File: src/rtl/crf_pkg.sv
// crf_pkg: shared types, codes and constants of the circle rasterizer.
// No dependencies; used by crf_if, the top module, crf_front, crf_back and the bench.
`timescale 1ns / 1ps
`default_nettype none

package crf_pkg;

  // fixed field widths
  localparam int COLOUR_BITS    = 8;
  localparam int CANVAS_BITS    = 11;
  localparam int CFG_INDEX_BITS = 2;

  localparam logic [CANVAS_BITS-1:0] CANVAS_RESET = 11'd320;

  // configuration register indexes
  localparam logic [CFG_INDEX_BITS-1:0] REG_CANVAS_COLS = 2'd0;
  localparam logic [CFG_INDEX_BITS-1:0] REG_CANVAS_ROWS = 2'd1;

  // command codes
  typedef enum logic {
    CMD_START = 1'b0,
    CMD_STEP  = 1'b1
  } cmd_t;

  // per-step flags carried with each queued step
  typedef struct packed {
    logic idle;   // step arrived with no circle in progress
    logic done;   // this step finishes the circle, or arrived idle
  } step_flags_t;

  localparam int FLAG_BITS = $bits(step_flags_t);

  // queued step: flags, colour, centre col, centre row, u, v
  function automatic int desc_bits(input int coord_bits);
    return FLAG_BITS + COLOUR_BITS + 4 * coord_bits;
  endfunction

endpackage

`default_nettype wire

File: src/rtl/crf_if.sv
// crf_if: valid/ready channel interfaces of the circle rasterizer
// (command input, pixel write output, register write port); uses crf_pkg.
`timescale 1ns / 1ps
`default_nettype none

interface crf_cmd_if #(parameter int COORD_BITS = 10) ();
  logic                               valid;
  logic                               ready;
  logic                               command;
  logic [COORD_BITS-1:0]              centre_x;
  logic [COORD_BITS-1:0]              centre_y;
  logic [COORD_BITS-1:0]              radius;
  logic [crf_pkg::COLOUR_BITS-1:0]    colour;
  logic                               fill_mode;

  modport source (output valid, command, centre_x, centre_y, radius, colour, fill_mode,
                  input ready);
  modport sink   (input valid, command, centre_x, centre_y, radius, colour, fill_mode,
                  output ready);
endinterface

interface crf_pix_if #(parameter int COORD_BITS = 10) ();
  logic                               valid;
  logic                               ready;
  logic [COORD_BITS-1:0]              pixel_row;
  logic [COORD_BITS-1:0]              pixel_col;
  logic [crf_pkg::COLOUR_BITS-1:0]    pixel_colour;
  logic                               write_enable;
  logic                               last_of_step;
  logic                               figure_done;

  modport source (output valid, pixel_row, pixel_col, pixel_colour, write_enable,
                  last_of_step, figure_done, input ready);
  modport sink   (input valid, pixel_row, pixel_col, pixel_colour, write_enable,
                  last_of_step, figure_done, output ready);
endinterface

interface crf_cfg_if ();
  logic                                 valid;
  logic                                 ready;
  logic [crf_pkg::CFG_INDEX_BITS-1:0]   index;
  logic [crf_pkg::CANVAS_BITS-1:0]      data;

  modport source (output valid, index, data, input ready);
  modport sink   (input valid, index, data, output ready);
endinterface

`default_nettype wire

File: src/rtl/circle_rasterizer_with_fill.sv
// circle_rasterizer_with_fill: midpoint circle generator with span fill.
// Depends on crf_pkg, crf_if, crf_front, crf_fifo and crf_back.
//
// Usage:
//   cmd  - command requests. A start request loads centre, radius, colour and
//          fill mode and produces no writes. A step request produces eight pixel
//          writes (one write if no circle is in progress, flagged done).
//   pix  - pixel write requests, one per cycle while pix.ready is high; the
//          last write of a step carries last_of_step, and of the final step
//          figure_done. Clipped writes have write_enable low and row/col zero.
//   cfg  - register writes (canvas_cols, canvas_rows), always ready; write only
//          while no step is outstanding.
// Flow: an accepted step enters the step queue, and its first write is then
//   loaded from the queue head into the output register; the back part then
//   sends one write per cycle while pix.ready is high, through the single
//   write port. A two-entry step queue lets commands keep arriving meanwhile.
// Stall: when pix.ready is low the output register holds; the queue fills and
//   cmd.ready drops once two steps wait.
// Reset: rst (synchronous) empties the queue, goes idle and sets both canvas
//   sizes to 320.
`timescale 1ns / 1ps
`default_nettype none

module circle_rasterizer_with_fill #(
  parameter int COORD_BITS = 10
) (
  input  logic       clk,
  input  logic       rst,
  crf_cmd_if.sink    cmd,
  crf_pix_if.source  pix,
  crf_cfg_if.sink    cfg
);
  import crf_pkg::*;

  localparam int DESC_BITS = desc_bits(COORD_BITS);

  logic [CANVAS_BITS-1:0] canvas_cols;
  logic [CANVAS_BITS-1:0] canvas_rows;

  logic                 q_push;
  logic [DESC_BITS-1:0] q_push_data;
  logic                 q_full;
  logic                 q_pop;
  logic                 q_valid;
  logic [DESC_BITS-1:0] q_data;

  // configuration registers
  assign cfg.ready = 1'b1;

  always_ff @(posedge clk) begin
    if (rst) begin
      canvas_cols <= CANVAS_RESET;
      canvas_rows <= CANVAS_RESET;
    end else if (cfg.valid && cfg.ready) begin
      if (cfg.index == REG_CANVAS_COLS) canvas_cols <= cfg.data;
      if (cfg.index == REG_CANVAS_ROWS) canvas_rows <= cfg.data;
    end
  end

  crf_front #(.COORD_BITS(COORD_BITS)) u_front (
    .clk       (clk),
    .rst       (rst),
    .cmd       (cmd),
    .push      (q_push),
    .push_data (q_push_data),
    .full      (q_full)
  );

  crf_fifo #(.WIDTH(DESC_BITS)) u_fifo (
    .clk        (clk),
    .rst        (rst),
    .push       (q_push),
    .push_data  (q_push_data),
    .full       (q_full),
    .pop        (q_pop),
    .head_valid (q_valid),
    .head_data  (q_data)
  );

  crf_back #(.COORD_BITS(COORD_BITS)) u_back (
    .clk         (clk),
    .rst         (rst),
    .head_valid  (q_valid),
    .head_data   (q_data),
    .pop         (q_pop),
    .canvas_cols (canvas_cols),
    .canvas_rows (canvas_rows),
    .pix         (pix)
  );

  // an accepted step is waiting in the queue on the next cycle
  a_step_queued: assert property (@(posedge clk) disable iff (rst)
    (cmd.valid && cmd.ready && cmd.command == CMD_STEP) |=> q_valid)
    else $error("accepted step request missing from queue");

  // done only ever marks the last write of a step
  a_done_on_last: assert property (@(posedge clk) disable iff (rst)
    (pix.valid && pix.figure_done) |-> pix.last_of_step)
    else $error("figure_done without last_of_step");

  // clipped writes carry a zero position
  a_clip_zero: assert property (@(posedge clk) disable iff (rst)
    (pix.valid && !pix.write_enable) |-> (pix.pixel_row == '0 && pix.pixel_col == '0))
    else $error("disabled write with nonzero position");

endmodule

`default_nettype wire

File: src/rtl/crf_fifo.sv
// crf_fifo: two-entry register queue between the front and back parts.
// Generic payload width; no package dependency.
`timescale 1ns / 1ps
`default_nettype none

module crf_fifo #(
  parameter int WIDTH = 52
) (
  input  logic             clk,
  input  logic             rst,
  input  logic             push,
  input  logic [WIDTH-1:0] push_data,
  output logic             full,
  input  logic             pop,
  output logic             head_valid,
  output logic [WIDTH-1:0] head_data
);

  localparam int DEPTH = 2;
  localparam int PTR_BITS = $clog2(DEPTH);
  localparam int CNT_BITS = $clog2(DEPTH + 1);

  logic [WIDTH-1:0]    entries [DEPTH];
  logic [PTR_BITS-1:0] wr_ptr;
  logic [PTR_BITS-1:0] rd_ptr;
  logic [CNT_BITS-1:0] count;
  logic                do_push;
  logic                do_pop;

  assign full       = (count == CNT_BITS'(DEPTH));
  assign head_valid = (count != '0);
  assign head_data  = entries[rd_ptr];
  assign do_push    = push && !full;
  assign do_pop     = pop && head_valid;

  // pointers and fill count
  always_ff @(posedge clk) begin
    if (rst) begin
      wr_ptr <= '0;
      rd_ptr <= '0;
      count  <= '0;
    end else begin
      if (do_push) wr_ptr <= wr_ptr + 1'b1;
      if (do_pop)  rd_ptr <= rd_ptr + 1'b1;
      count <= count + CNT_BITS'(do_push) - CNT_BITS'(do_pop);
    end
  end

  // storage
  always_ff @(posedge clk) begin
    if (do_push) entries[wr_ptr] <= push_data;
  end

endmodule

`default_nettype wire

File: src/rtl/crf_front.sv
// crf_front: takes command requests, holds the midpoint walk state and queues
// one step record per step request; uses crf_pkg and crf_cmd_if.
`timescale 1ns / 1ps
`default_nettype none

module crf_front #(
  parameter int COORD_BITS = 10
) (
  input  logic                                          clk,
  input  logic                                          rst,
  crf_cmd_if.sink                                       cmd,
  output logic                                          push,
  output logic [crf_pkg::desc_bits(COORD_BITS)-1:0]     push_data,
  input  logic                                          full
);
  import crf_pkg::*;

  localparam int C  = COORD_BITS;
  localparam int DW = COORD_BITS + 4;

  logic                   active;
  logic [C-1:0]           centre_col;
  logic [C-1:0]           centre_row;
  logic [C:0]             octant_x;
  logic [C-1:0]           octant_y;
  logic [C-1:0]           span_index;
  logic signed [DW-1:0]   decision;
  logic [COLOUR_BITS-1:0] draw_colour;
  logic                   fill_on;

  logic                   accept;
  logic                   is_step;
  logic                   span_more;
  logic [C:0]             x_inc;
  logic [C-1:0]           y_next;
  logic signed [C+1:0]    x_minus_y;
  logic signed [DW-1:0]   decision_next;
  logic                   done;
  logic [C-1:0]           v_sel;
  step_flags_t            flags;

  assign cmd.ready = !full;
  assign accept    = cmd.valid && cmd.ready;
  assign is_step   = (cmd.command == CMD_STEP);

  // decision update and end-of-circle test
  always_comb begin
    span_more = fill_on && (span_index < octant_y);
    x_inc     = octant_x + 1'b1;
    x_minus_y = $signed({1'b0, octant_x}) - $signed({2'b00, octant_y});
    if (decision < 0) begin
      decision_next = decision + $signed(DW'({octant_x, 2'b00})) + DW'(6);
      y_next        = octant_y;
    end else begin
      decision_next = decision + $signed({x_minus_y, 2'b00}) + DW'(10);
      y_next        = octant_y - 1'b1;
    end
    // y stepping below zero (radius zero) also ends the circle
    done = !span_more &&
           ((x_inc > {1'b0, y_next}) || (!decision[DW-1] && (octant_y == '0)));
  end

  // step record for the back part
  always_comb begin
    v_sel      = fill_on ? span_index : octant_y;
    flags.idle = !active;
    flags.done = !active || done;
    if (active) begin
      push_data = {flags, draw_colour, centre_col, centre_row, octant_x[C-1:0], v_sel};
    end else begin
      push_data = {flags, {(COLOUR_BITS + 4 * C){1'b0}}};
    end
    push = accept && is_step;
  end

  // control state
  always_ff @(posedge clk) begin
    if (rst) begin
      active <= 1'b0;
    end else if (accept) begin
      if (!is_step) begin
        active <= 1'b1;
      end else if (active && done) begin
        active <= 1'b0;
      end
    end
  end

  // walk state
  always_ff @(posedge clk) begin
    if (rst) begin
      centre_col  <= '0;
      centre_row  <= '0;
      octant_x    <= '0;
      octant_y    <= '0;
      span_index  <= '0;
      decision    <= '0;
      draw_colour <= '0;
      fill_on     <= 1'b0;
    end else if (accept) begin
      if (!is_step) begin
        centre_col  <= cmd.centre_x;
        centre_row  <= cmd.centre_y;
        draw_colour <= cmd.colour;
        fill_on     <= cmd.fill_mode;
        octant_x    <= '0;
        octant_y    <= cmd.radius;
        span_index  <= '0;
        decision    <= DW'(3) - $signed(DW'({cmd.radius, 1'b0}));
      end else if (active) begin
        if (span_more) begin
          span_index <= span_index + 1'b1;
        end else begin
          decision   <= decision_next;
          octant_y   <= y_next;
          octant_x   <= x_inc;
          span_index <= x_inc[C-1:0];
        end
      end
    end
  end

endmodule

`default_nettype wire

File: src/rtl/crf_back.sv
// crf_back: expands each queued step into its eight symmetric pixel writes (one for an
// idle step), clips them to the canvas and drives the output register; uses crf_pkg.
`timescale 1ns / 1ps
`default_nettype none

module crf_back #(
  parameter int COORD_BITS = 10
) (
  input  logic                                          clk,
  input  logic                                          rst,
  input  logic                                          head_valid,
  input  logic [crf_pkg::desc_bits(COORD_BITS)-1:0]     head_data,
  output logic                                          pop,
  input  logic [crf_pkg::CANVAS_BITS-1:0]               canvas_cols,
  input  logic [crf_pkg::CANVAS_BITS-1:0]               canvas_rows,
  crf_pix_if.source                                     pix
);
  import crf_pkg::*;

  localparam int C    = COORD_BITS;
  localparam int SW   = COORD_BITS + 2;
  localparam int CMPW = (COORD_BITS > CANVAS_BITS) ? COORD_BITS : CANVAS_BITS;

  step_flags_t            flags;
  logic [COLOUR_BITS-1:0] colour;
  logic [C-1:0]           cx;
  logic [C-1:0]           cy;
  logic [C-1:0]           u;
  logic [C-1:0]           v;

  logic [2:0]             k;
  logic                   load;
  logic                   last;
  logic [C-1:0]           row_off;
  logic [C-1:0]           col_off;
  logic signed [SW-1:0]   row;
  logic signed [SW-1:0]   col;
  logic                   row_ok;
  logic                   col_ok;
  logic                   en;

  logic                   out_valid;
  logic [C-1:0]           out_row;
  logic [C-1:0]           out_col;
  logic [COLOUR_BITS-1:0] out_colour;
  logic                   out_en;
  logic                   out_last;
  logic                   out_done;

  assign {flags, colour, cx, cy, u, v} = head_data;

  // write k of the step: bit 2 swaps u and v, bit 1 negates row, bit 0 column
  always_comb begin
    row_off = k[2] ? u : v;
    col_off = k[2] ? v : u;
    row = k[1] ? ($signed({2'b00, cy}) - $signed({2'b00, row_off}))
               : ($signed({2'b00, cy}) + $signed({2'b00, row_off}));
    col = k[0] ? ($signed({2'b00, cx}) - $signed({2'b00, col_off}))
               : ($signed({2'b00, cx}) + $signed({2'b00, col_off}));
    row_ok = (row[SW-1:C] == '0) && (CMPW'(row[C-1:0]) < CMPW'(canvas_rows));
    col_ok = (col[SW-1:C] == '0) && (CMPW'(col[C-1:0]) < CMPW'(canvas_cols));
    en     = row_ok && col_ok && !flags.idle;
  end

  assign load = head_valid && (!out_valid || pix.ready);
  assign last = flags.idle || (k == 3'd7);
  assign pop  = load && last;

  // write counter and output valid
  always_ff @(posedge clk) begin
    if (rst) begin
      k         <= '0;
      out_valid <= 1'b0;
    end else begin
      if (load) begin
        k         <= last ? 3'd0 : k + 3'd1;
        out_valid <= 1'b1;
      end else if (pix.ready) begin
        out_valid <= 1'b0;
      end
    end
  end

  // output payload
  always_ff @(posedge clk) begin
    if (load) begin
      out_row    <= en ? row[C-1:0] : '0;
      out_col    <= en ? col[C-1:0] : '0;
      out_colour <= colour;
      out_en     <= en;
      out_last   <= last;
      out_done   <= last && flags.done;
    end
  end

  assign pix.valid        = out_valid;
  assign pix.pixel_row    = out_row;
  assign pix.pixel_col    = out_col;
  assign pix.pixel_colour = out_colour;
  assign pix.write_enable = out_en;
  assign pix.last_of_step = out_last;
  assign pix.figure_done  = out_done;

endmodule

`default_nettype wire

File: src/flat_wrapper.sv
// flat-port wrapper written by rule: the top's interface ports become plain ports
module circle_rasterizer_with_fill_flat import crf_pkg::*;
#(
  parameter int COORD_BITS = 10
)
  (clk, rst, cmd_valid, cmd_command, cmd_centre_x, cmd_centre_y, cmd_radius, cmd_colour, cmd_fill_mode, cmd_ready, pix_valid, pix_pixel_row, pix_pixel_col, pix_pixel_colour, pix_write_enable, pix_last_of_step, pix_figure_done, pix_ready, cfg_valid, cfg_index, cfg_data, cfg_ready);
  crf_cmd_if #(.COORD_BITS(COORD_BITS)) cmd_i ();
  crf_pix_if #(.COORD_BITS(COORD_BITS)) pix_i ();
  crf_cfg_if cfg_i ();
  input  logic clk;
  input  logic rst;
  input wire logic [$bits(cmd_i.valid)-1:0] cmd_valid;
  input wire logic [$bits(cmd_i.command)-1:0] cmd_command;
  input wire logic [$bits(cmd_i.centre_x)-1:0] cmd_centre_x;
  input wire logic [$bits(cmd_i.centre_y)-1:0] cmd_centre_y;
  input wire logic [$bits(cmd_i.radius)-1:0] cmd_radius;
  input wire logic [$bits(cmd_i.colour)-1:0] cmd_colour;
  input wire logic [$bits(cmd_i.fill_mode)-1:0] cmd_fill_mode;
  output wire logic [$bits(cmd_i.ready)-1:0] cmd_ready;
  output wire logic [$bits(pix_i.valid)-1:0] pix_valid;
  output wire logic [$bits(pix_i.pixel_row)-1:0] pix_pixel_row;
  output wire logic [$bits(pix_i.pixel_col)-1:0] pix_pixel_col;
  output wire logic [$bits(pix_i.pixel_colour)-1:0] pix_pixel_colour;
  output wire logic [$bits(pix_i.write_enable)-1:0] pix_write_enable;
  output wire logic [$bits(pix_i.last_of_step)-1:0] pix_last_of_step;
  output wire logic [$bits(pix_i.figure_done)-1:0] pix_figure_done;
  input wire logic [$bits(pix_i.ready)-1:0] pix_ready;
  input wire logic [$bits(cfg_i.valid)-1:0] cfg_valid;
  input wire logic [$bits(cfg_i.index)-1:0] cfg_index;
  input wire logic [$bits(cfg_i.data)-1:0] cfg_data;
  output wire logic [$bits(cfg_i.ready)-1:0] cfg_ready;
  assign cmd_i.valid = cmd_valid;
  assign cmd_i.command = cmd_command;
  assign cmd_i.centre_x = cmd_centre_x;
  assign cmd_i.centre_y = cmd_centre_y;
  assign cmd_i.radius = cmd_radius;
  assign cmd_i.colour = cmd_colour;
  assign cmd_i.fill_mode = cmd_fill_mode;
  assign cmd_ready = cmd_i.ready;
  assign pix_valid = pix_i.valid;
  assign pix_pixel_row = pix_i.pixel_row;
  assign pix_pixel_col = pix_i.pixel_col;
  assign pix_pixel_colour = pix_i.pixel_colour;
  assign pix_write_enable = pix_i.write_enable;
  assign pix_last_of_step = pix_i.last_of_step;
  assign pix_figure_done = pix_i.figure_done;
  assign pix_i.ready = pix_ready;
  assign cfg_i.valid = cfg_valid;
  assign cfg_i.index = cfg_index;
  assign cfg_i.data = cfg_data;
  assign cfg_ready = cfg_i.ready;
  circle_rasterizer_with_fill #(.COORD_BITS(COORD_BITS)) u_core (.clk(clk), .rst(rst), .cmd(cmd_i), .pix(pix_i), .cfg(cfg_i));
endmodule
File: config.mk
export PLATFORM = sky130hd
export DESIGN_NAME = circle_rasterizer_with_fill_flat
export DESIGN_NICKNAME = d
export VERILOG_FILES = /design/src/rtl/crf_pkg.sv /design/src/rtl/crf_if.sv /design/src/rtl/circle_rasterizer_with_fill.sv /design/src/rtl/crf_fifo.sv /design/src/rtl/crf_front.sv /design/src/rtl/crf_back.sv /design/src/flat_wrapper.sv
export SDC_FILE = /design/constraint.sdc
export NUM_CORES = 1
export LEC_CHECK = 0
export BUFFER_PORTS_ARGS = -buffer_cell sky130_fd_sc_hd__buf_2
export CAP_MARGIN = 5
export CORE_UTILIZATION = 50
export DETAILED_ROUTE_END_ITERATION = 10
export GPL_ROUTABILITY_DRIVEN = 0
export PLACE_DENSITY_LB_ADDON = 0.05
export SETUP_SLACK_MARGIN = 0.1
export SYNTH_ARGS = -nofsm -noshare
export SYNTH_HDL_FRONTEND = slang
export SYNTH_SLANG_ARGS = --single-unit
File: constraint.sdc
create_clock -name clk -period 10.3 [get_ports clk]
set_input_delay 1.03 -clock clk [delete_from_list [all_inputs] [get_ports clk]]
set_output_delay 1.03 -clock clk [all_outputs]
set_load 0.005 [all_outputs]
== Word level (Yosys, flattened, before mapping) ==
Memory sizes are Yosys's and may differ from the RTL's. A register that Yosys moved wholly into a read port is not among the register bits.
Cells that the tools add are included.

* Input port bits: 58
* Memory bits (writable): 100
* Register bits after elaboration: 136
* Memories kept: 1
* Output and inout bits: 34
* Word-level logic and storage cells: 119

{| class="wikitable"
|+ Memories
! memory !! depth !! width !! rd ports !! clocked after Yosys merged registers in !! wr ports !! line !! text
|-
| u_core.u_fifo.entries || 2 || 50 || 1 || 1 || 1 || crf_fifo.sv:23 || <nowiki>logic [WIDTH-1:0] entries [DEPTH];</nowiki>
|}

* Add/sub/neg operators: 18
* Eq/ne operators: 6
* Bitwise logic cells: 1
* Multiplexer cells: 29
* Reductions and logical operators: 37
* Order comparisons: 5

{| class="wikitable"
|+ Operators by type and width
! kind !! count
|-
| 10-bit 2-to-1 mux || 10
|-
| 14-bit 2-to-1 mux || 4
|-
| 48-bit 2-to-1 mux || 1
|-
| 11-bit 2-to-1 mux || 3
|-
| 14-bit adder || 2
|-
| 12-bit 2-to-1 mux || 2
|-
| 10-bit by 10-bit adder with 11-bit output || 2
|-
| 10-bit by 11-bit < comparator with 1-bit output || 2
|-
| 10-bit by 10-bit subtractor with 11-bit output || 2
|-
| 1-bit logical AND || 15
|-
| 14-bit by 4-bit adder with 14-bit output, second input constant || 1
|-
| 14-bit by 5-bit adder with 14-bit output, second input constant || 1
|-
| 14-bit by 1-bit < comparator with 1-bit output, second input constant || 1
|-
| 11-bit by 10-bit subtractor with 12-bit output || 1
|-
| 2-bit by 11-bit subtractor with 12-bit output, first input constant || 1
|-
| 11-bit by 1-bit adder with 11-bit output, second input constant || 1
|-
| 11-bit by 10-bit greater-than comparator with 1-bit output || 1
|-
| 10-bit by 1-bit adder with 10-bit output, second input constant || 1
|-
| 10-bit logical NOT || 1
|-
| 10-bit < comparator || 1
|-
| 2-bit AND reduction || 5
|-
| 10-bit by 1-bit subtractor with 10-bit output, second input constant || 1
|-
| 1-bit 2-to-1 mux || 8
|-
| 1-bit logical NOT || 6
|-
| other kinds (15) || 23
|}

== Logic depth before layout (Yosys ltp) ==
Gate-level depths: netlist of the first run.

* Depth in word-level cells: 8
* Depth in mapped cells: 25
* Gate-level depth less buffers: 21

== Modules after synthesis ==
Synthesis of the first run repeated with hierarchy kept, for this count alone.

* Cells, all modules: 1,565
* Area, all modules: 15,123.3 um^2

{| class="wikitable"
|+ By module, submodules not included
! module !! area each (um^2) !! sequential area each (um^2) !! cells each !! instances
|-
| crf_front || 6,367.4 || 1,481.4 || 849 || 1
|-
| crf_back || 3,990.1 || 1,011.0 || 443 || 1
|-
| crf_fifo || 3,832.4 || 3,103.0 || 183 || 1
|-
| circle_rasterizer_with_fill || 933.4 || 440.4 || 90 || 1
|}

== Worst setup path after synthesis of the first run ==
No wires, ideal clock.

* Kind: reg-to-reg
* Start: register (tool-made name)
* End: register u_core.u_back.out_col[2] (netlist: u_core.u_back.pix.pixel_col[2]) (data pin)
* Path slack: 4.947 ns
* Data required time: 10.142 ns
* Arrival time: 5.195 ns
* Path buffers: 5
* Library setup time: 0.158 ns
* Period minus slack after synthesis: 5.353 ns
* Stages on the path, launching flop included: 25
* Cells stage by stage: dfxtp_1 -> buf_6 -> clkbuf_1 -> buf_2 -> buf_1 -> mux2i_1 -> ha_1 -> inv_1 -> fa_1 -> nor2b_1 -> o21ai_0 -> a21boi_0 -> o211ai_1 -> a21oi_1 -> xnor2_1 -> a21oi_1 -> ha_1 -> nor2_1 -> nor4b_1 -> a211o_1 -> a2111oi_4 -> nand4_2 -> or3_4 -> buf_6 -> a211oi_2

{| class="wikitable"
|+ RTL lines
! element !! line !! text
|-
| end signal, assigned || crf_back.sv:88 || <nowiki>out_col <= en ? col[C-1:0] : '0;</nowiki>
|-
| end, declared || crf_back.sv:44 || <nowiki>logic [C-1:0] out_col;</nowiki>
|}

==> results of run 1 <==
logic make-up (layout without fill, tap and decap cells):
group                      count (synthesis)  count (layout)  synth area share, %
AOI/OAI and AO/OA                        341             341                14.64
xor gates and xnor gates                  70              70                4.257
adders and majority gates                147             147                13.14
buffers and inverters                    156             244                4.222
DFF                                      236             236                41.91
muxes                                     71              71                5.482
other                                      1               1              0.02604
and+or+nand+nor                          496             496                16.33
cells in the final DEF (no fill, tap or decap), drive strengths merged, types with 31 or more instances in the layout:
| cell type | n |
|---|---|
| nand2 | 196 |
| a21oi | 144 |
| ha | 140 |
| edfxtp | 131 |
| dfxtp | 105 |
| buf | 102 |
| nor2 | 97 |
| inv | 95 |
| o21ai | 68 |
| and2 | 45 |
| mux2 | 43 |
| xnor2 | 39 |
| clkbuf | 38 |
| xor2 | 31 |
| nor3 | 31 |
critical path: cells and delay by family, from the launching register on:
| family | cells | cell delay (ps) |
|---|---|---|
| adder cells (fa/ha/maj) | 2 | 810 |
| AND/OR/NAND/NOR | 5 | 1440 |
| buffers and inverters | 2 | 740 |
| flip-flops | 1 | 310 |
| multiplexers | 1 | 420 |
| AO/OA/AOI/OAI | 11 | 1820 |
path summary, 6_finish.rpt:
| check | slack, ps | cells past startpoint | start | endpoint |
|---|---|---|---|---|
| hold / removal | 450 | 2 | u_core.u_front.centre_col[6] | u_core.u_front.centre_col[6] |
| hold reg to reg | 450 | 2 | u_core.u_front.centre_col[6] | u_core.u_front.centre_col[6] |
| setup / recovery | 4540 | 21 | flop | u_core.u_back.pix.pixel_col[2] |
| setup reg to reg | 4540 | 21 | flop | u_core.u_back.pix.pixel_col[2] |
power by group:
group | switching, mW | total [mW] | internal [mW]
Clock | 0.370 | 0.873 | 0.503
Sequential | 0.0636 | 1.20 | 1.14
Combinational | 1.01 | 1.75 | 0.732
Total | 1.45 | 3.82 | 2.38
flip-flops by register name (all words and copies together), names as in the netlist, 8 cells and up, named ones only:
| register | cells |
|---|---|
| u_core.u_back.pix.pixel_colour | 8 |
| u_core.u_front.draw_colour | 8 |
| u_core.u_front.octant_y | 10 |
| u_core.u_fifo.entries | 100 |
| u_core.u_front.span_index | 10 |
| u_core.u_front.decision | 13 |
| u_core.u_back.pix.pixel_col | 10 |
| u_core.canvas_rows | 11 |
| u_core.u_front.centre_col | 10 |
| u_core.u_front.centre_row | 10 |
| u_core.u_back.pix.pixel_row | 10 |
| u_core.u_front.octant_x | 11 |
| u_core.canvas_cols | 11 |
stage by stage:
stage | cells | worst slack, ps | power (mW) | area (sq um) | utilization, %
floorplan | 1518 | 4947 | 2.485 | 14400 | -
global placement | 1936 | 4711 | 2.951 | 15180 | 54.05
detailed placement | 1936 | 4609 | 2.975 | 15180 | 54.05
CTS | 1984 | 4554 | 3.859 | 15990 | 56.92
global route | 1984 | 4173 | 4.112 | 15990 | 56.92
finish | 1984 | 4544 | 3.824 | 15990 | 56.92
routing by layer:
| layer | GRT usage (%) | share of wire [%] |
|---|---|---|
| met2 | 42.88 | 50 |
| met3 | 2.761 | 3.6 |
| met4 | 6.793 | 2.5 |
| met5 | 0.1739 | 0 |
| met1 | 30.27 | 44 |
layout make-up:
type / instances / area (sq um) / share of cell area (%)
Clock buffer: 38 / 747.0 / 4.672
Sequential cell: 236 / 6037 / 37.76
Timing Repair Buffer: 102 / 543.0 / 3.396
Multi-Input combinational cell: 1126 / 7776 / 48.64
Inverter: 94 / 352.8 / 2.207
Tap cell: 378 / 473.0 / 2.958
Clock inverter: 10 / 58.81 / 0.3678
==> out/metrics.yaml, run 1 <==
drive_above_1_share_pct: 13.26
clock_path_buffers: 3
period_share_pct: 55.88
root_buffer: "clkbuf_16"
synth_ff_type: "edfxtp_1"
ctsHoldBuffers: 0
grt_overflow: 0
yosysWarnings: 0
syn_inst: 1518
ys_types: 68
fmax_ghz: 0.1737
cp.arrival_ps: 6120
hold_ws_ps: 448.8
die-area_sq_um: 29490
tightest_slew_ps: 1153
grtUsageTotal_pct: 23.98
nets: 1791
synth_common_cells: "196 x nand2_1, 144 x a21oi_1, 140 x ha_1, 131 x edfxtp_1, 105 x dfxtp_1"
rows: 61
io_buffers: 90
slowest_stage: "buf_4"
syn-num-nets: 1723
rsz0062_at_grt: "false"
core_sq_um: 28090
drt_pass1_iterations: 5
routed_wl_um: 34950
synth_top_cells_by_area: "edfxtp_1 27%, dfxtp_1 15%, ha_1 12%"
slowest_delay_ps: 580
maxCapViolCount: 0
yosys.area.top_type: "edfxtp_1"
p_leak_nw: 6.401
area_growth_pct: 11.01
synthArstFlopShare_pct: 0
slew_headroom_pct: 22.95
ant_nets: 0
drt_iter0_markers: 659
antenna_found_initial: 0
clk_pin_slew_ps: 60
synth-seq-area-share_pct: 41.91
grt_pass1_vias: 10480
hp-class: "reg2reg"
irDropWorstVdd_v: 0.0001494
tns_ps: 0
synth_area_sq_um: 14400
initial_utilization_pct: 51.28
crit_fanout: 51
avgSynthCellArea_sq_um: 9.488
post-synth-top-count-cell: "nand2_1"
via_per_inst: 5.517
drc: 0
routedWlPerCell_um: 17.62
numCtsBuffers: 26
power_density_nw_per_um2: 239.2
drv_slew: 0
outcome: "finished, final reports clean"
synth-seq-cells: 236
critPathCaptureType: "flop"
die_w_um: 171.7
nFillCells: 2615
cts_resized: 0
synth_edf_count: 131
tritoncts: "built"
period_minus_slack_ps: 5756
grt_max_degree: 97
finalClockSkew_ps: 10.48
diodes: 0
setup_viol: 0
dp_hpwl_um: 25700
die_y_um: 171.7
htreeDepth: 1
crit_required_ps: 10660
crit_top_cell: "a21oi_1"
clk_latency_ps: 520
post-cts-setup-buffer-count: 0
num_vias: 10950
hold_viol_final: 0
cts_num_sinks: 236
crit_chain: "buf_4 -> mux2_2 -> or2_2 -> o21ai_0 -> inv_1 -> fa_1 -> nand2b_1 -> a21oi_1 -> o21bai_1 -> a211oi_1 -> or3_1 -> a21oi_1 -> a21oi_1 -> ha_1 -> a21oi_1 -> o32ai_1 -> a211o_1 -> a2111oi_4 -> nand4_2 -> or3_4 -> a211oi_2"
grt_pass1_wl_um: 54920
start_kind: "flop"
criticalPathCategory: "reg2reg"
synth_top_area_share_pct: 27.31
pin_count: 92
No activity file was read; power rests on OpenSTA's default activity.
==> inputs of run 2 (changes only) <==
==> constraint.sdc (replaced) <==
create_clock -name clk -period 5.8 [get_ports clk]
set_input_delay 0.58 -clock clk [delete_from_list [all_inputs] [get_ports clk]]
set_output_delay 0.58 -clock clk [all_outputs]
set_load 0.005 [all_outputs]
==> run 2 against run 1 <==
  * Count of clock-buffer cells in the layout decreased by 5
  * Critical path depth fell by 2
  * Largest power group unchanged
  * Critical path type unchanged
  * Worst hold slack got worse by 170 ps
  * Highest routed layer unchanged
  * Worst setup slack worse by 4100 ps
  * Register-to-register slack worse by 4100 ps
==> out/metrics.yaml, run 2 (synthesis gave the netlist of run 1 again) <==
initial_utilization_pct: 51.28
largest_reg_flops: 100
power_density_nw_per_um2: 428.8
largest_register: "u_core.u_fifo.entries"
tns_ps: 0
final_cell_mix: "196 x nand2_1, 144 x a21oi_1, 140 x ha_1"
hold_ws_ps: 280.1
slowest_delay_ps: 560
slew_headroom_pct: 21.35
crit_required_ps: 6170
grtUsageTotal_pct: 23.82
die-area_sq_um: 29490
clk_pin_slew_ps: 60
dp_slack_ps: 547.1
tritoncts: "built"
ant_nets: 0
cp.arrival_ps: 5690
clock_path_buffers: 3
pin_count: 92
tightest_slew_ps: 1177
antenna_found_initial: 0
finalClockSkew_ps: 15.01
criticalPathCategory: "reg2reg"
path_delay_family: "compound AO/OA/AOI/OAI gates"
core_sq_um: 28090
placed_cells_incl_taps: 1939
drv_slew: 0
routedWlPerCell_um: 17.68
crit_top_cell: "a21oi_1"
crit_fanout: 45
grt_pass1_wl_um: 54660
drt_pass1_iterations: 5
slowest_stage: "mux4_2"
routed_wl_um: 35150
final_common_cell: "nand2_1"
drt_iter0_markers: 548
power.total_mw: 6.894
period_minus_slack_ps: 5322
largestRegisters: "u_core.u_fifo.entries: 100 flops, u_core.u_front.decision: 13 flops"
clk_latency_ps: 530
numCtsBuffers: 27
grt_max_degree: 70
drive_above_1_share_pct: 13.48
period_share_pct: 91.75
htreeDepth: 1
drc: 0
crit_chain: "buf_12 -> mux4_2 -> ha_1 -> fa_1 -> nand2b_1 -> a21oi_1 -> o21bai_1 -> a211oi_1 -> or3_1 -> a21oi_1 -> a21oi_1 -> ha_1 -> a21oi_1 -> o32ai_1 -> a211o_1 -> a2111oi_4 -> nand4_2 -> or3_4 -> a211oi_2"
die_y_um: 171.7
outcome: "finished, final reports clean"
hp-class: "in2reg"
root_buffer: "clkbuf_16"
grt_pass1_vias: 10330
io_buffers: 90
critPathCaptureType: "flop"
irDropWorstVdd_v: 0.0002216
grt_overflow: 0
via_per_inst: 5.515
ctsHoldBuffers: 0
hold_viol_final: 0
num_vias: 10960
finalWorstSetupSlack_ps: 478.5
dp_hpwl_um: 25900
fmax_ghz: 0.1879
p_leak_nw: 6.443
start_kind: "flop"
die_w_um: 171.7
maxCapViolCount: 0
area_growth_pct: 11.63
rsz0062_at_grt: "false"
nets: 1795
path_buf_inv: 1
fin_cells: 1988
rows: 61
cts_num_sinks: 236
setup_viol: 0
diodes: 0
-- run 2: changes by cell type in the layout (fill, tap and decap cells not counted), sizes merged --
cell,change
buf,+3
clkinv,+3
bufinv,+3
clkbuf,-5
-- run 2: what timing repair did --
action                     CTS  global route
setup endpoints to repair    0            14
buffers inserted             0             0
resized for setup            0             1
-- run 2: routing by layer --
layer  share of wire [%]  GRT usage, %  up-vias
met3                 3.8         2.669       47
met1                  44         29.51     5183
met4                 2.3         7.104        0
met5                   0             0        -
li1                    -             -     5515
met2                  50         43.18      219
-- run 2: layout make-up --
class / count / area, sq um
clock inverters: 16 / 156.4
multi-input cells: 1126 / 7782
flip-flops and latches: 236 / 6037
inverters: 94 / 352.8
repair buffers: 105 / 578.1
fillers: 2627 / 12010
clock buffers: 33 / 698.2
well taps: 378 / 473.0
-- run 2: power breakdown --
part           switching, mW  internal, mW  total (mW)
logic                   1.79          1.31        3.10
clock network          0.664         0.985        1.65
registers              0.123          2.02        2.15
total                   2.58          4.32        6.89
-- run 2: final timing paths --
kind | start | to | slack (ps) | cells past startpoint
setup / recovery | flop | u_core.u_back.pix.pixel_col[8] | 480 | 19
hold / removal | cfg_data[6] | u_core.canvas_rows[6] | 280 | 2
setup reg to reg | flop | u_core.u_back.pix.pixel_col[8] | 480 | 19
hold reg to reg | u_core.u_front.draw_colour[3] | u_core.u_front.draw_colour[3] | 450 | 2
-- run 2: metrics by stage --
step	utilization, %	cell area (sq um)
floorplan	-	14400
global placement	54.18	15220
detailed placement	54.18	15220
CTS	57.22	16070
global route	57.24	16080
finish	57.24	16080
==> inputs of run 3 (changes only) <==
--- a/config.mk
+++ b/config.mk
@@ -5,6 +5,7 @@
 export SDC_FILE = /design/constraint.sdc
 export NUM_CORES = 1
 export LEC_CHECK = 0
+export ABC_AREA = 1
 export BUFFER_PORTS_ARGS = -buffer_cell sky130_fd_sc_hd__buf_2
 export CAP_MARGIN = 5
 export CORE_UTILIZATION = 50
==> run 3 against run 2 <==
  * Critical path depth rose by 7
  * Wire length rose by 12%
  * Combinational power rose by 55%
  * Largest power group unchanged
==> out/metrics.yaml, run 3 <==
outcome: "finished, final reports clean"
area_growth_pct: 11.06
drc: 0
synthArstFlopShare_pct: 0
largestRegisters: "u_core.u_fifo.entries: 100 flops, u_core.u_front.decision: 13 flops"
synth_top_area_share_pct: 25.87
routed_wl_um: 39490
synth_area_sq_um: 15210
synth_ff_type: "edfxtp_1"
yosysWarnings: 0
slowest_delay_ps: 930
grt_overflow: 0
routedWlPerCell_um: 16.62
tns_ps: 0
finalClockSkew_ps: 14.48
grt_max_degree: 52
dpl_cell_area_sq_um: 15940
antenna_found_initial: 0
fmax_ghz: 0.1981
crit_fanout: 49
period_share_pct: 87.05
fin_cells: 2376
yosys.area.top_type: "edfxtp_1"
drt_iter0_markers: 942
ant_nets: 0
p_sw_share_pct: 45.37
hp-class: "in2reg"
finalWorstSetupSlack_ps: 751.4
die_w_um: 176.4
post-synth-top-count-cell: "nand2_1"
syn_inst: 1898
dp_slack_ps: 706.9
irDropWorstVdd_v: 0.0002752
synth_top_cells_by_area: "edfxtp_1 26%, dfxtp_1 14%, ha_1 12%"
die_y_um: 176.4
largest_reg_flops: 100
p_switching_mw: 4.018
drive_above_1_share_pct: 12.34
whs_path_depth: 3
power.total_mw: 8.855
syn-num-nets: 2103
grt_pass1_wl_um: 62290
nFillCells: 2864
synth-seq-area-share_pct: 39.69
dp_hpwl_um: 29330
grt_pass1_vias: 11810
drt_pass1_iterations: 7
post-cts-setup-buffer-count: 0
core_sq_um: 29800
initial_utilization_pct: 51.03
synth_edf_count: 131
criticalPathCategory: "reg2reg"
synth-seq-cells: 236
root_buffer: "clkbuf_16"
pin_count: 92
numCtsBuffers: 28
nets: 2169
setup_viol: 0
comb_power_share_pct: 54.4
tritoncts: "built"
regArea_sq_um: 6037
io_buffers: 90
min_from: "cfg_data[6]"
reg2reg_to: "u_core.u_back.pix.write_enable"
crit_required_ps: 6070
drv_slew: 0
tightest_slew_ps: 1144
via_per_inst: 5.391
grtUsageTotal_pct: 25.34
multi_input_area_sq_um: 7705
p_leak_nw: 7.979
ctsHoldBuffers: 0
final_cell_mix: "377 x nand2_1, 302 x inv_1, 164 x a21oi_1"
rsz0062_at_grt: "false"
maxCapViolCount: 0
reg2reg_depth: 26
cp.arrival_ps: 5310
die-area_sq_um: 31110
hold_end: "u_core.canvas_cols[6]"
synth_common_cells: "377 x nand2_1, 302 x inv_1, 165 x a21oi_1, 154 x o21ai_0, 140 x ha_1"
cts_num_sinks: 236
power_density_nw_per_um2: 524.4
diodes: 0
start_kind: "flop"
pwr-share-clk_pct: 20.1
p_int_mw: 4.837
rows: 63
avgSynthCellArea_sq_um: 8.012
slowest_stage: "dfxtp_2"
period_minus_slack_ps: 5049
clk_latency_ps: 550
ys_types: 51
hold_viol_final: 0
htreeDepth: 1
num_vias: 12810
largest_register: "u_core.u_fifo.entries"
clk_pin_slew_ps: 60
final_common_cell: "nand2_1"
stdcell_area_sq_um: 16890
placed_cells_incl_taps: 2324
clock_path_buffers: 3
critPathCaptureType: "flop"
cts_resized: 0
seq_power_share_pct: 25.5
slew_headroom_pct: 23.58
reg2reg_setup_slack_ps: 750
run 3: changes by cell type after synthesis, moves of 18 or more:
cell	change
nor2b_1	-25
nand3_1	+78
inv_1	+208
mux2i_1	-23
o21ai_0	+87
nand2_1	+181
xnor2_1	-30
nor2_2	+25
o21ai_1	+18
and2_1	-40
a21oi_1	+21
run 3: final cells by class:
class / instances / area share [%]
multi-input cells: 1282 / 45.63
clock inverters: 21 / 1.371
clock buffers: 31 / 4.216
flip-flops and latches: 236 / 35.75
inverters: 316 / 7.039
repair buffers: 100 / 3.112
well taps: 390 / 2.890
run 3: cells by family after synthesis:
group | share of synthesized area, %
other cells | 0.02466
flops | 39.69
fa+ha+maj | 12.44
buf+inv | 9.808
xor+xnor | 2.822
compound gates | 14.40
simple gates | 18.54
mux | 2.271
run 3: how the worst max path moves through the flow:
stage                            start                             end  slack [ps]  cells past startpoint
floorplan           u_core.u_back.k[2]  u_core.u_back.pix.pixel_col[2]        1920                     26
global placement                  flop  u_core.u_back.pix.write_enable         740                     22
detailed placement                flop  u_core.u_back.pix.write_enable         710                     22
CTS                               flop  u_core.u_back.pix.write_enable         670                     22
global route                      flop  u_core.u_back.pix.write_enable         180                     26
finish                            flop  u_core.u_back.pix.write_enable         750                     26
run 3: through the flow:
step	util [%]	hold slack (ps)
4_1_cts	56.68	277.1
3_3_place_gp	53.51	435.9
6_report	56.68	289.0
3_5_place_dp	53.51	446.8
2_1_floorplan	-	425.6
5_1_grt	56.68	292.0
run 3: per-layer routing:
| metal | wire length (um) | up-vias | global-route usage, % |
|---|---|---|---|
| met5 | 0 | - | 0 |
| met4 | 917 | 0 | 6.358 |
| met3 | 2298 | 64 | 3.467 |
| met2 | 18240 | 379 | 41.72 |
| met1 | 18030 | 5978 | 35.03 |
| li1 | - | 6388 | - |
run 3: worst max-delay path: cells and delay by family, from the launching register on:
family	cells	cell delay [ps]
and+or+nand+nor	12	1350
DFF	1	930
AOI/OAI and AO/OA	5	810
adders and majority gates	2	770
buffers and inverters	6	720
xor gates and xnor gates	1	160
run 3: power groups by stage:
stage | Combinational (mW) | Clock [mW] | Sequential, mW
floorplan | 3.66 | 0 | 2.21
global placement | 4.76 | 0 | 2.29
detailed placement | 4.80 | 0 | 2.29
CTS | 4.82 | 1.81 | 2.26
global route | 5.51 | 1.88 | 2.29
finish | 4.82 | 1.78 | 2.26
